--- src/hw/rtl/kbf_pkg.sv ---
// package for the keyboard fifo register block: codes and defaults
`default_nettype none
package kbf_pkg;

	localparam int KBF_DEPTH = 16;

	localparam logic [1:0] MODE_PRESS   = 2'd0;
	localparam logic [1:0] MODE_RELEASE = 2'd1;
	localparam logic [1:0] MODE_READ    = 2'd2;

	localparam logic [1:0] OFF_STATUS   = 2'd0;
	localparam logic [1:0] OFF_CURRENT  = 2'd1;
	localparam logic [1:0] OFF_MODIFIER = 2'd2;
	localparam logic [1:0] OFF_POP      = 2'd3;

	localparam logic [7:0] STATUS_CONNECTED = 8'h80;
	localparam logic [7:0] STATUS_PENDING   = 8'h01;

endpackage
`default_nettype wire

--- src/hw/rtl/keyboard_fifo_registers_core.sv ---
// keyboard key fifo with four read registers, memory based
//
// channel   direction  handshake                 payload
// command   in         start && !busy            mode, key, reg_offset
// result    out        done (one-cycle strobe)   read_data, accepted, irq
//
// one result word for every command word; done and the result word are registered
// press, status read, modifier read, unused mode: accepted and finished without leaving idle
// pop reads (offsets 1 and 3): front entry read at accept, next entry read in POP1, result in POP2
// release: one memory read per queued entry, survivors written to the other bank as their
// reads return, then a drain and a finish step and the banks swap; no read when the fifo is empty
// reset (arst_n low) empties the fifo and clears current key and pending; the key
// memory itself is not cleared, entries are only read after they are written
// the receiver cannot stall; irq is the pending flag and always reflects the last step
`default_nettype none
module keyboard_fifo_registers_core
	import kbf_pkg::*;
#(
	parameter int DEPTH = KBF_DEPTH
) (
	input  wire logic       clk,
	input  wire logic       arst_n,
	input  wire logic       start,
	output logic            busy,
	input  wire logic [1:0] mode,
	input  wire logic [7:0] key,
	input  wire logic [1:0] reg_offset,
	output logic            done,
	output logic [7:0]      read_data,
	output logic            accepted,
	output logic            irq
);

	localparam int AW = $clog2(DEPTH);
	localparam int CW = $clog2(DEPTH + 1);

	typedef enum logic [1:0] {
		S_IDLE,
		S_POP1,
		S_POP2,
		S_REL
	} state_t;

	// two banks of 2**AW entries: a release reads the live bank and packs
	// survivors into the other one, then the banks swap
	logic [7:0] mem_q [2**(AW+1)];
	logic [7:0] rd_data_q;

	state_t      state_q;
	logic          bank_q;
	logic [AW-1:0] head_q;
	logic [AW-1:0] tail_q;
	logic [CW-1:0] count_q;
	logic [7:0]    current_q;
	logic          pending_q;

	// command latched at accept, popped value latched in POP1
	logic [7:0] key_q;
	logic [1:0] off_q;
	logic [7:0] pop_val_q;

	// release walk
	logic [AW-1:0] rel_p_q;
	logic [CW-1:0] rel_rd_q;
	logic [CW-1:0] rel_n_q;
	logic          rel_vld_s1;
	logic [7:0]    first_q;

	// result registers
	logic       done_q;
	logic [7:0] read_data_q;
	logic       accepted_q;

	// memory port controls
	logic          mem_re;
	logic [AW:0]   mem_raddr;
	logic          mem_we;
	logic [AW:0]   mem_waddr;
	logic [7:0]    mem_wdata;

	logic          accept;
	logic          press_ok;
	logic          rel_issue;
	logic          rel_keep;
	logic          rel_finish;
	logic [AW-1:0] head_next;

	function automatic logic [AW-1:0] nxt(input logic [AW-1:0] p);
		if (p == AW'(DEPTH - 1)) begin
			return '0;
		end
		return p + AW'(1);
	endfunction

	assign busy      = (state_q != S_IDLE);
	assign accept    = start && !busy;
	assign press_ok  = (key != 8'd0) && (count_q < CW'(DEPTH));
	assign head_next = nxt(head_q);

	assign rel_issue  = (rel_rd_q != count_q);
	assign rel_keep   = rel_vld_s1 && (rd_data_q != key_q);
	assign rel_finish = !rel_issue && !rel_vld_s1;

	always_comb begin
		mem_re    = 1'b0;
		mem_raddr = {bank_q, head_q};
		mem_we    = 1'b0;
		mem_waddr = {bank_q, tail_q};
		mem_wdata = key;
		case (state_q)
			S_IDLE: begin
				if (accept && mode == MODE_PRESS && press_ok) begin
					mem_we = 1'b1;
				end
				// first pop read: front entry
				if (accept && mode == MODE_READ &&
				    (reg_offset == OFF_CURRENT || reg_offset == OFF_POP)) begin
					mem_re = 1'b1;
				end
			end
			S_POP1: begin
				// second pop read: the entry that becomes the front
				mem_re    = 1'b1;
				mem_raddr = {bank_q, head_next};
			end
			S_REL: begin
				mem_re    = rel_issue;
				mem_raddr = {bank_q, rel_p_q};
				mem_we    = rel_keep;
				mem_waddr = {~bank_q, rel_n_q[AW-1:0]};
				mem_wdata = rd_data_q;
			end
			default: begin
			end
		endcase
	end

	always_ff @(posedge clk) begin
		if (mem_we) begin
			mem_q[mem_waddr] <= mem_wdata;
		end
		if (mem_re) begin
			rd_data_q <= mem_q[mem_raddr];
		end
	end

	always_ff @(posedge clk or negedge arst_n) begin
		if (!arst_n) begin
			state_q     <= S_IDLE;
			bank_q      <= 1'b0;
			head_q      <= '0;
			tail_q      <= '0;
			count_q     <= '0;
			current_q   <= 8'd0;
			pending_q   <= 1'b0;
			rel_vld_s1  <= 1'b0;
			done_q      <= 1'b0;
			read_data_q <= 8'd0;
			accepted_q  <= 1'b0;
			key_q       <= 8'd0;
			off_q       <= 2'd0;
			pop_val_q   <= 8'd0;
			rel_p_q     <= '0;
			rel_rd_q    <= '0;
			rel_n_q     <= '0;
			first_q     <= 8'd0;
		end else begin
			done_q <= 1'b0;
			case (state_q)
				S_IDLE: begin
					if (accept) begin
						key_q       <= key;
						off_q       <= reg_offset;
						read_data_q <= 8'd0;
						accepted_q  <= 1'b0;
						case (mode)
							MODE_PRESS: begin
								done_q <= 1'b1;
								if (press_ok) begin
									accepted_q <= 1'b1;
									tail_q     <= nxt(tail_q);
									count_q    <= count_q + CW'(1);
									if (!pending_q) begin
										current_q <= key;
										pending_q <= 1'b1;
									end
								end
							end
							MODE_RELEASE: begin
								rel_p_q    <= head_q;
								rel_rd_q   <= '0;
								rel_n_q    <= '0;
								rel_vld_s1 <= 1'b0;
								state_q    <= S_REL;
							end
							MODE_READ: begin
								case (reg_offset)
									OFF_STATUS: begin
										done_q      <= 1'b1;
										read_data_q <= STATUS_CONNECTED |
										               (pending_q ? STATUS_PENDING : 8'd0);
									end
									OFF_MODIFIER: begin
										done_q <= 1'b1;
									end
									default: begin
										state_q <= S_POP1;
									end
								endcase
							end
							default: begin
								// unused mode: no state change
								done_q <= 1'b1;
							end
						endcase
					end
				end
				S_POP1: begin
					if (count_q != '0) begin
						pop_val_q <= rd_data_q;
						head_q    <= head_next;
						count_q   <= count_q - CW'(1);
					end else begin
						pop_val_q <= current_q;
					end
					state_q <= S_POP2;
				end
				S_POP2: begin
					// current_q still holds the pre-pop key here
					read_data_q <= (off_q == OFF_CURRENT) ? current_q : pop_val_q;
					if (count_q != '0) begin
						current_q <= rd_data_q;
						pending_q <= 1'b1;
					end else begin
						pending_q <= 1'b0;
					end
					done_q  <= 1'b1;
					state_q <= S_IDLE;
				end
				S_REL: begin
					rel_vld_s1 <= rel_issue;
					if (rel_issue) begin
						rel_p_q  <= nxt(rel_p_q);
						rel_rd_q <= rel_rd_q + CW'(1);
					end
					if (rel_keep) begin
						rel_n_q <= rel_n_q + CW'(1);
						if (rel_n_q == '0) begin
							first_q <= rd_data_q;
						end
					end
					if (rel_finish) begin
						bank_q  <= ~bank_q;
						head_q  <= '0;
						tail_q  <= (rel_n_q == CW'(DEPTH)) ? '0 : rel_n_q[AW-1:0];
						count_q <= rel_n_q;
						if (rel_n_q != '0) begin
							current_q <= first_q;
							pending_q <= 1'b1;
						end else if (current_q == key_q) begin
							current_q <= 8'd0;
							pending_q <= 1'b0;
						end
						done_q  <= 1'b1;
						state_q <= S_IDLE;
					end
				end
				default: begin
					state_q <= S_IDLE;
				end
			endcase
		end
	end

	assign done      = done_q;
	assign read_data = read_data_q;
	assign accepted  = accepted_q;
	assign irq       = pending_q;

endmodule
`default_nettype wire

--- config.mk ---
export PLATFORM = sky130hd
export DESIGN_NAME = keyboard_fifo_registers_core
export DESIGN_NICKNAME = d
export VERILOG_FILES = /design/src/hw/rtl/kbf_pkg.sv /design/src/hw/rtl/keyboard_fifo_registers_core.sv
export SDC_FILE = /design/constraint.sdc
export NUM_CORES = 1
export LEC_CHECK = 0
export BUFFER_PORTS_ARGS = -buffer_cell sky130_fd_sc_hd__buf_2
export CORE_MARGIN = 5
export CORE_UTILIZATION = 60
export CTS_BUF_LIST = sky130_fd_sc_hd__clkbuf_8
export DETAILED_ROUTE_END_ITERATION = 12
export PLACE_DENSITY = 0.77
export SKIP_CTS_REPAIR_TIMING = 1
export SYNTH_ARGS = -nofsm -noshare
export SYNTH_HDL_FRONTEND = slang
export SYNTH_SLANG_ARGS = --single-unit
--- constraint.sdc ---
create_clock -name clk -period 3.34 [get_ports clk]
set_input_delay 0 -clock clk [delete_from_list [all_inputs] [get_ports clk]]
set_output_delay 0 -clock clk [all_outputs]
set_load 0.01 [all_outputs]
### After elaboration in Yosys (flattened, before gate mapping)

Memory sizes are Yosys's and may differ from the RTL's. A register that Yosys moved wholly into a read port is not among the register bits.
Index checks and enable logic that the tools add are counted.

| word-level totals | value |
|---|---|
| memories | 1 |
| output and inout port bits | 12 |
| memory bits (writable) | 256 |
| bits in registers | 76 |

Memory list:

| name | depth | bits a word | rd ports | clocked after Yosys merged registers in | wr ports | RTL line | text |
|---|---|---|---|---|---|---|---|
| mem_q | 32 | 8 | 1 | 1 | 1 | keyboard_fifo_registers_core.sv:46 | `logic [7:0] mem_q [2**(AW+1)];` |

| cells by class | value |
|---|---|
| order comparisons | 1 |
| $add $sub $neg | 7 |
| bitwise operators | 1 |
| reductions and logical operators | 39 |
| mux-type cells | 87 |
| equality and inequality tests | 28 |

Operators by type and width:

| cell | number |
|---|---|
| $mux W8 | 13 |
| $mux W4 | 16 |
| $mux W5 | 10 |
| $pmux W4 S2 | 4 |
| $mux W1 | 28 |
| $pmux W8 S3 | 1 |
| $pmux W5 S2 | 2 |
| $ne A2 B2 Y1 const B | 8 |
| $pmux W8 S2 | 1 |
| $add A5 B1 Y5 const B | 3 |
| $pmux W5 S3 | 1 |
| $add A4 B1 Y4 const B | 3 |
| $eq A4 B4 Y1 const B | 3 |
| $reduce_and A4 Y1 | 3 |
| $reduce_and A6 Y1 | 2 |
| $eq A2 B2 Y1 const B | 5 |
| $reduce_bool A5 Y1 | 2 |
| $pmux W1 S3 | 3 |
| $reduce_and A3 Y1 | 3 |
| $eq A2 B1 Y1 const B | 4 |
| $eq A8 B8 Y1 | 1 |
| $logic_and A1 B1 Y1 | 8 |
| $ne A8 B8 Y1 | 1 |
| $pmux W2 S4 | 1 |
| 22 further kinds | 37 |

### Depth between registers and ports, before layout

Gate-level depths: netlist of the first run.

| depth | value |
|---|---|
| word-level depth | 11 |
| mapped depth | 12 |
| mapped depth without buffers | 9 |

### Least setup slack after synthesis of the first run

Ideal clock, no wire load.

| timing path | value |
|---|---|
| kind | register to register |
| from | reg state_q[1] |
| to | reg rd_data_q[6] (read register of mem_q), data pin |
| arrival time | 2416 ps |
| setup time | 279 ps |
| period minus slack after synthesis | 2695 ps |
| path buffers | 1 |
| cell stages (with the launch flop) | 10 |
| slack | 645 ps |
| cell sequence | dfrtp_1 -> inv_1 -> ha_1 -> buf_2 -> nor3b_1 -> a211oi_1 -> mux4_2 -> and2_1 -> o21ai_0 -> a32oi_1 |

| between the ends | value |
|---|---|
| word-level cells in the longest chain between the ends | 7 |
| elaborated cells between the ends (all ways) | 11 |
| classes of those cells | eq/ne (2); mux (3); reduce/logical (6) |

RTL lines:

| what | RTL line | text |
|---|---|---|
| start, declared | keyboard_fifo_registers_core.sv:49 | `state_t state_q;` |
| start signal, assigned | keyboard_fifo_registers_core.sv:149 | `state_q <= S_IDLE;` |
| start signal, assigned | keyboard_fifo_registers_core.sv:194 | `state_q <= S_REL;` |
| start signal, assigned | keyboard_fifo_registers_core.sv:207 | `state_q <= S_POP1;` |
| $reduce_bool A2 Y1 | keyboard_fifo_registers_core.sv:95 | `assign busy = (state_q != S_IDLE);` |
| $logic_not A1 Y1 | keyboard_fifo_registers_core.sv:96 | `assign accept = start && !busy;` |
| $logic_and A1 B1 Y1 | keyboard_fifo_registers_core.sv:96 |  |
| $logic_and A1 B1 Y1 (2 in a row) | keyboard_fifo_registers_core.sv:116 | `if (accept && mode == MODE_READ &&` |
| $mux W1 | keyboard_fifo_registers_core.sv:116 |  |
| $pmux W1 S3 | keyboard_fifo_registers_core.sv:110 | `case (state_q)` |
| end, declared | keyboard_fifo_registers_core.sv:47 | `logic [7:0] rd_data_q;` |

Parallel ways exist; a longest one is shown, timed or not.
A chain may end at the register's enable or synchronous reset.

### Final worst setup path of the first run

| timing path | value |
|---|---|
| from | reg state_q[1] |
| to | reg rd_data_q[4] (read register of mem_q), data pin |

Same word-level chain as after synthesis.

==> flow_metrics.tcl, run 1 <==
set metrics [dict create \
    finalCritPeriodShare 0.973 \
    path_max_fanout 28 \
    vias 10719 \
    yosysSeqAreaShare 0.641 \
    maxSlewViolCount 0 \
    instances_no_fill 1712 \
    synth_edf_count 264 \
    power_mw 15.2 \
    drtAntennaViolNets 0 \
    rr_endpoint "rd_data_q[4]" \
    rsz0062_at_grt "no" \
    synth_seq_cells 340 \
    final_util 0.684 \
    htreeDepth 2 \
    critPathCapture "rd_data_q[4]" \
    diodes 0 \
    cp-end-kind "flip-flop" \
    arrival_ns 3.58 \
    p_clk_frac 0.202 \
    drt_iter0_markers 1241 \
    synthToLayoutAreaGrowth_pct 12.4 \
    routed_wl_mm 37.5 \
    core-area_um2 25200 \
    ys.flop_type "edfxtp_1" \
    fill_cells 1805 \
    p_per_area_nw_per_um2 885 \
    avgSynthCellArea_um2 12.2 \
    required_ns 3.67 \
    multiInputGateArea_um2 5160 \
    place.gp.congestion 0.905 \
    vdd.ir_drop.worst_mv 0.502 \
    fp-row-count 58 \
    cp-start-kind "flip-flop" \
    gr-usage-all-layers 0.257 \
    timing.rr.start "state_q[1]" \
    setup.worst_path.start "state_q[1]" \
    ctsRootBufferMaster "clkbuf_8" \
    reg2regPathDepth 8 \
    grt_first_pass_wirelength_mm 57.8 \
    viasPerCell 6.26 \
    synth_cell_types 70 \
    min_period_ns 3.25 \
    power_frac_seq 0.389 \
    relSlewSlack 0.121 \
    cts_tree "yes" \
    drive_gt1_frac 0.151 \
    fmax_mhz 308 \
    path_clk_slew_ns 0.07 \
    r2r_slack_ns 0.09 \
    finalSetupViolCount 0 \
    start_util 0.609 \
    drtPass1Iterations 5 \
    post-route-drc-count 0 \
    mostFrequentLayoutCells "edfxtp_1 (264), nand2_1 (235), nand4_1 (89), nor2_1 (76), dfrtp_1 (76)" \
    cts_made_buffers 53 \
    dieArea_um2 28900 \
    dp.cells 1602 \
    dieWidth_um 170 \
    io_buffers 26 \
    cts_buffer_depth 3 \
    die_y_um 170 \
    grt_overflow 0 \
    maxCapViolCount 0 \
    syn_nets 1287 \
    first_global_vias 10403 \
    cts_sinks 340 \
    synth-async-reset-ratio 0.224 \
    p_sw_frac 0.395 \
    wl_per_cell_um 21.9 \
    regArea_um2 9830 \
    antenna_found_initial 0 \
    nets 1378 \
    p_switching_mw 6.02 \
    ioPinCount 27 \
    criticalPathCategory "flip-flop to flip-flop" \
    grt_start_max_net_pins 88 \
    tightest_slew_ns 1.32 \
    synth_warnings 0 \
    status "finished, final reports clean" \
    hpwlAfterDp_mm 24.7 \
    clock_skew_ns 0.0294 \
    syn_area_um2 15300 \
    p_int_mw 9.22 \
    hold_path_class "input port to flip-flop" \
    netlist_instances 1254 \
    fin_setup_tns_ns 0 \
    layout_commonest_cell "edfxtp_1" \
    final_hold_viol_count 0 \
    insertion_delay_ns 0.60 \
    leakagePower_nw 6.32 \
    combPwrFrac 0.409 \
]
-- kinds of logic after synthesis --
kind of cell               Yosys count  share of synthesized area
DFF                                340                      0.641
AOI/OAI and AO/OA                  201                     0.0954
xor gates and xnor gates            27                     0.0154
and+or+nand+nor                    494                      0.149
adders and majority gates           18                     0.0152
muxes                               83                     0.0574
buffers and inverters               91                     0.0264
-- per-stage QoR --
step | area, um^2 | hold WS [ns] | setup slack (ns)
global route | 17200 | 0.0858 | 0.0289
detailed placement | 16100 | 0.216 | 0.0917
finish | 17200 | 0.0312 | 0.0909
CTS | 17000 | -0.399 | 0.110
global placement | 16100 | 0.215 | 0.223
floorplan | 15300 | -0.296 | 0.645
-- synthesized netlist by cell type, types with 15 or more instances --
master      n  share of area
nand3_1    36          0.012
nand2_1   235          0.058
mux2_2     30          0.022
a21oi_1    38          0.012
dfrtp_1    76           0.12
inv_1      19         0.0047
ha_1       17          0.014
xnor2_1    15         0.0086
nor2_1     76          0.019
mux2i_1    52          0.034
clkbuf_1   37         0.0091
edfxtp_1  264           0.52
o21ai_0    37          0.012
nand4_1    89          0.036
a22oi_1    29          0.014
buf_2      24         0.0078
-- layout make-up --
class,instances,share of cell area
flip-flops and latches,340,0.570
multi-input cells,824,0.299
repair buffers,106,0.0479
clock buffers,55,0.0439
well taps,330,0.0240
clock inverters,37,0.00988
inverters,20,0.00436
-- sequential cells by signal, summed over array words and instances (netlist names), 4 cells and up --
signal     count
mem_q        256
current_q      8
first_q        8
key_q          8
pop_val_q      8
rd_data_q      8
read_data      8
count_q        5
rel_n_q        5
rel_rd_q       5
head_q         4
rel_p_q        4
tail_q         4
-- worst max-delay path: stages, from the launching register on --
cell	delay, ns
dfrtp_1	0.42
inv_1	0.13
ha_2	0.34
nor2b_1	0.23
a211oi_2	0.11
nor2_2	0.99
nand4_1	0.40
nand4_1	0.29
nor4_1	0.08
-- how the worst min path moves through the flow --
stage                       start           to  depth (start not counted)
after CTS                  arst_n  rel_rd_q[1]                          1
final                     mode[0]         done                          5
after floorplan            arst_n     accepted                          0
after global routing      mode[0]         done                          5
after detailed placement   arst_n  rel_rd_q[1]                          1
after global placement     arst_n  rel_rd_q[0]                          1
-- metal layers --
metal  vias up  track usage  part of all wire
li1       4896            -                 -
met1      5259        0.350              0.41
met2       474        0.422              0.48
met3        90       0.0462             0.074
met4         0       0.0938             0.035
met5         -            0                 0
-- power groups by stage --
stage / combinational (mW) / sequential (mW) / clock (mW)
floorplan: 4.30 / 5.79 / 0
global placement: 5.87 / 5.96 / 0
detailed placement: 6.02 / 5.99 / 0
CTS: 6.04 / 5.90 / 3.13
global route: 6.74 / 5.98 / 3.34
finish: 6.23 / 5.93 / 3.08
(Power assumes the default switching activity.)
==> run 2, diff against run 1 <==
REMOVE_ABC_BUFFERS = 1   (was not set)
==> flow_metrics.tcl, run 2 (synthesis results as in run 1) <==
set metrics [dict create \
    gr-usage-all-layers 0.259 \
    largest_reg_flops 256 \
    ioPinCount 27 \
    finalCritPeriodShare 0.929 \
    drtAntennaViolNets 0 \
    p_int_mw 9.43 \
    hold_path_class "input port to flip-flop" \
    fmax_mhz 322 \
    cp.depth 9 \
    drtPass1Iterations 6 \
    path_clk_slew_ns 0.06 \
    layout_commonest_cell "edfxtp_1" \
    largest_register "mem_q" \
    min_period_ns 3.10 \
    leakagePower_nw 6.37 \
    insertion_delay_ns 0.59 \
    hpwlAfterDp_mm 24.4 \
    grtUsageMet2 0.427 \
    cp-end-kind "flip-flop" \
    ctsRootBufferMaster "clkbuf_8" \
    grt_use_met3 0.0455 \
    vdd.ir_drop.worst_mv 0.558 \
    final_hold_viol_count 0 \
    drive_gt1_frac 0.155 \
    diodes 0 \
    grt_first_pass_wirelength_mm 58.2 \
    grt_overflow 0 \
    dieWidth_um 170 \
    crit_path_max_incr_delay_ns 0.52 \
    grt_start_max_net_pins 88 \
    cts_tree "yes" \
    combPwrFrac 0.402 \
    wl_per_cell_um 21.8 \
    routed_wl_mm 37.5 \
    reg2regPathDepth 9 \
    rsz0062_at_grt "no" \
    critPathTopFamily "simple AND/OR/NAND/NOR gates" \
    path_max_fanout 17 \
    cts_made_buffers 54 \
    maxSlewViolCount 0 \
    cts_sinks 340 \
    die_y_um 170 \
    tightest_slew_ns 1.29 \
    synthToLayoutAreaGrowth_pct 12.9 \
    place.gp.congestion 0.894 \
    hold_ws_ns 0.0610 \
    status "finished, final reports clean" \
    vias 10793 \
    cts_buffer_depth 3 \
    power_frac_seq 0.381 \
    critPathSlowestCell "dfrtp_1" \
    holdPathStages 5 \
    path_common_cell "nand4_1" \
    finalSetupViolCount 0 \
    fin_setup_tns_ns 0 \
    grt_busiest_layer "met2" \
    p_per_area_nw_per_um2 893 \
    criticalPathCategory "flip-flop to flip-flop" \
    core-area_um2 25200 \
    mostFrequentLayoutCells "edfxtp_1 (264), nand2_1 (235), nand4_1 (89), nor2_1 (76), dfrtp_1 (76)" \
    required_ns 3.70 \
    viasPerCell 6.28 \
    maxCapViolCount 0 \
    arrival_ns 3.46 \
    p_sw_frac 0.390 \
    io_buffers 26 \
    antenna_found_initial 0 \
    drt_iter0_markers 1242 \
    crit_chain "ha_1, mux2i_2, a221o_4, buf_12, buf_4, nand2_1, nand4_1, nand4_1, nor4_1" \
    power_mw 15.5 \
    post-route-drc-count 0 \
    p_clk_frac 0.216 \
    use_met1 0.350 \
    path_buf_inv 2 \
    cp-start-kind "flip-flop" \
    start_util 0.609 \
    relSlewSlack 0.142 \
    fp-row-count 58 \
    htreeDepth 2 \
    nets 1379 \
    clock_skew_ns 0.0297 \
    dieArea_um2 28900 \
    first_global_vias 10500 \
    p_switching_mw 6.04 \
]
## run 2: cell types whose count changed in the layout (fill, tap and decap cells not counted), moves of 2 or more
cell | before | now
bufinv_16 | 0 | 2
clkbuf_8 | 55 | 58
clkinv_1 | 11 | 15
clkinv_2 | 4 | 9
inv_1 | 38 | 35
## run 2: worst paths after layout
check,startpoint,to,slack [ns]
worst min register to register,accepted,accepted,0.47
worst max-delay path,head_q[0],rd_data_q[3],0.24
min in group asynchronous,arst_n,count_q[2],0.13
max in group asynchronous,arst_n,pop_val_q[4],2.58
worst min-delay path,mode[0],done,0.06
worst max register to register,head_q[0],rd_data_q[3],0.24
## run 2: through the flow
step	area, um^2	util	setup slack (ns)	cells
floorplan	15000	-	-2.47	1183
global placement	16100	0.641	0.329	1607
detailed placement	16100	0.641	0.220	1607
CTS	17200	0.682	0.223	1707
global route	17300	0.688	0.0198	1720
finish	17300	0.688	0.239	1720
## run 2: routing by layer
metal	routed length, um	vias to the layer above	part of all wire
met3	3170	100	0.085
li1	-	4913	-
met2	18300	478	0.49
met4	1300	0	0.035
met5	0	-	0
met1	14700	5302	0.39
## run 2: tightest hold or removal path, cell delays in order
cell and delay, ns:
buf_2 0.09, ha_1 0.19, mux2i_1 0.08, a21oi_1 0.15
a21oi_1 0.08
## run 2: layout make-up
cell class              count  area [um^2]
clock inverters            42          234
inverters                  20         75.1
flip-flops and latches    340         9830
clock buffers              58          798
well taps                 330          413
fillers                  1799         7870
multi-input cells         824         5150
repair buffers            106          813
## run 2: power groups by stage
stage	sequential (mW)	clock, mW	combinational [mW]
floorplan	5.84	0	4.08
global placement	5.95	0	5.93
detailed placement	5.97	0	6.07
CTS	5.88	3.42	6.11
global route	5.97	3.64	6.77
finish	5.90	3.35	6.22
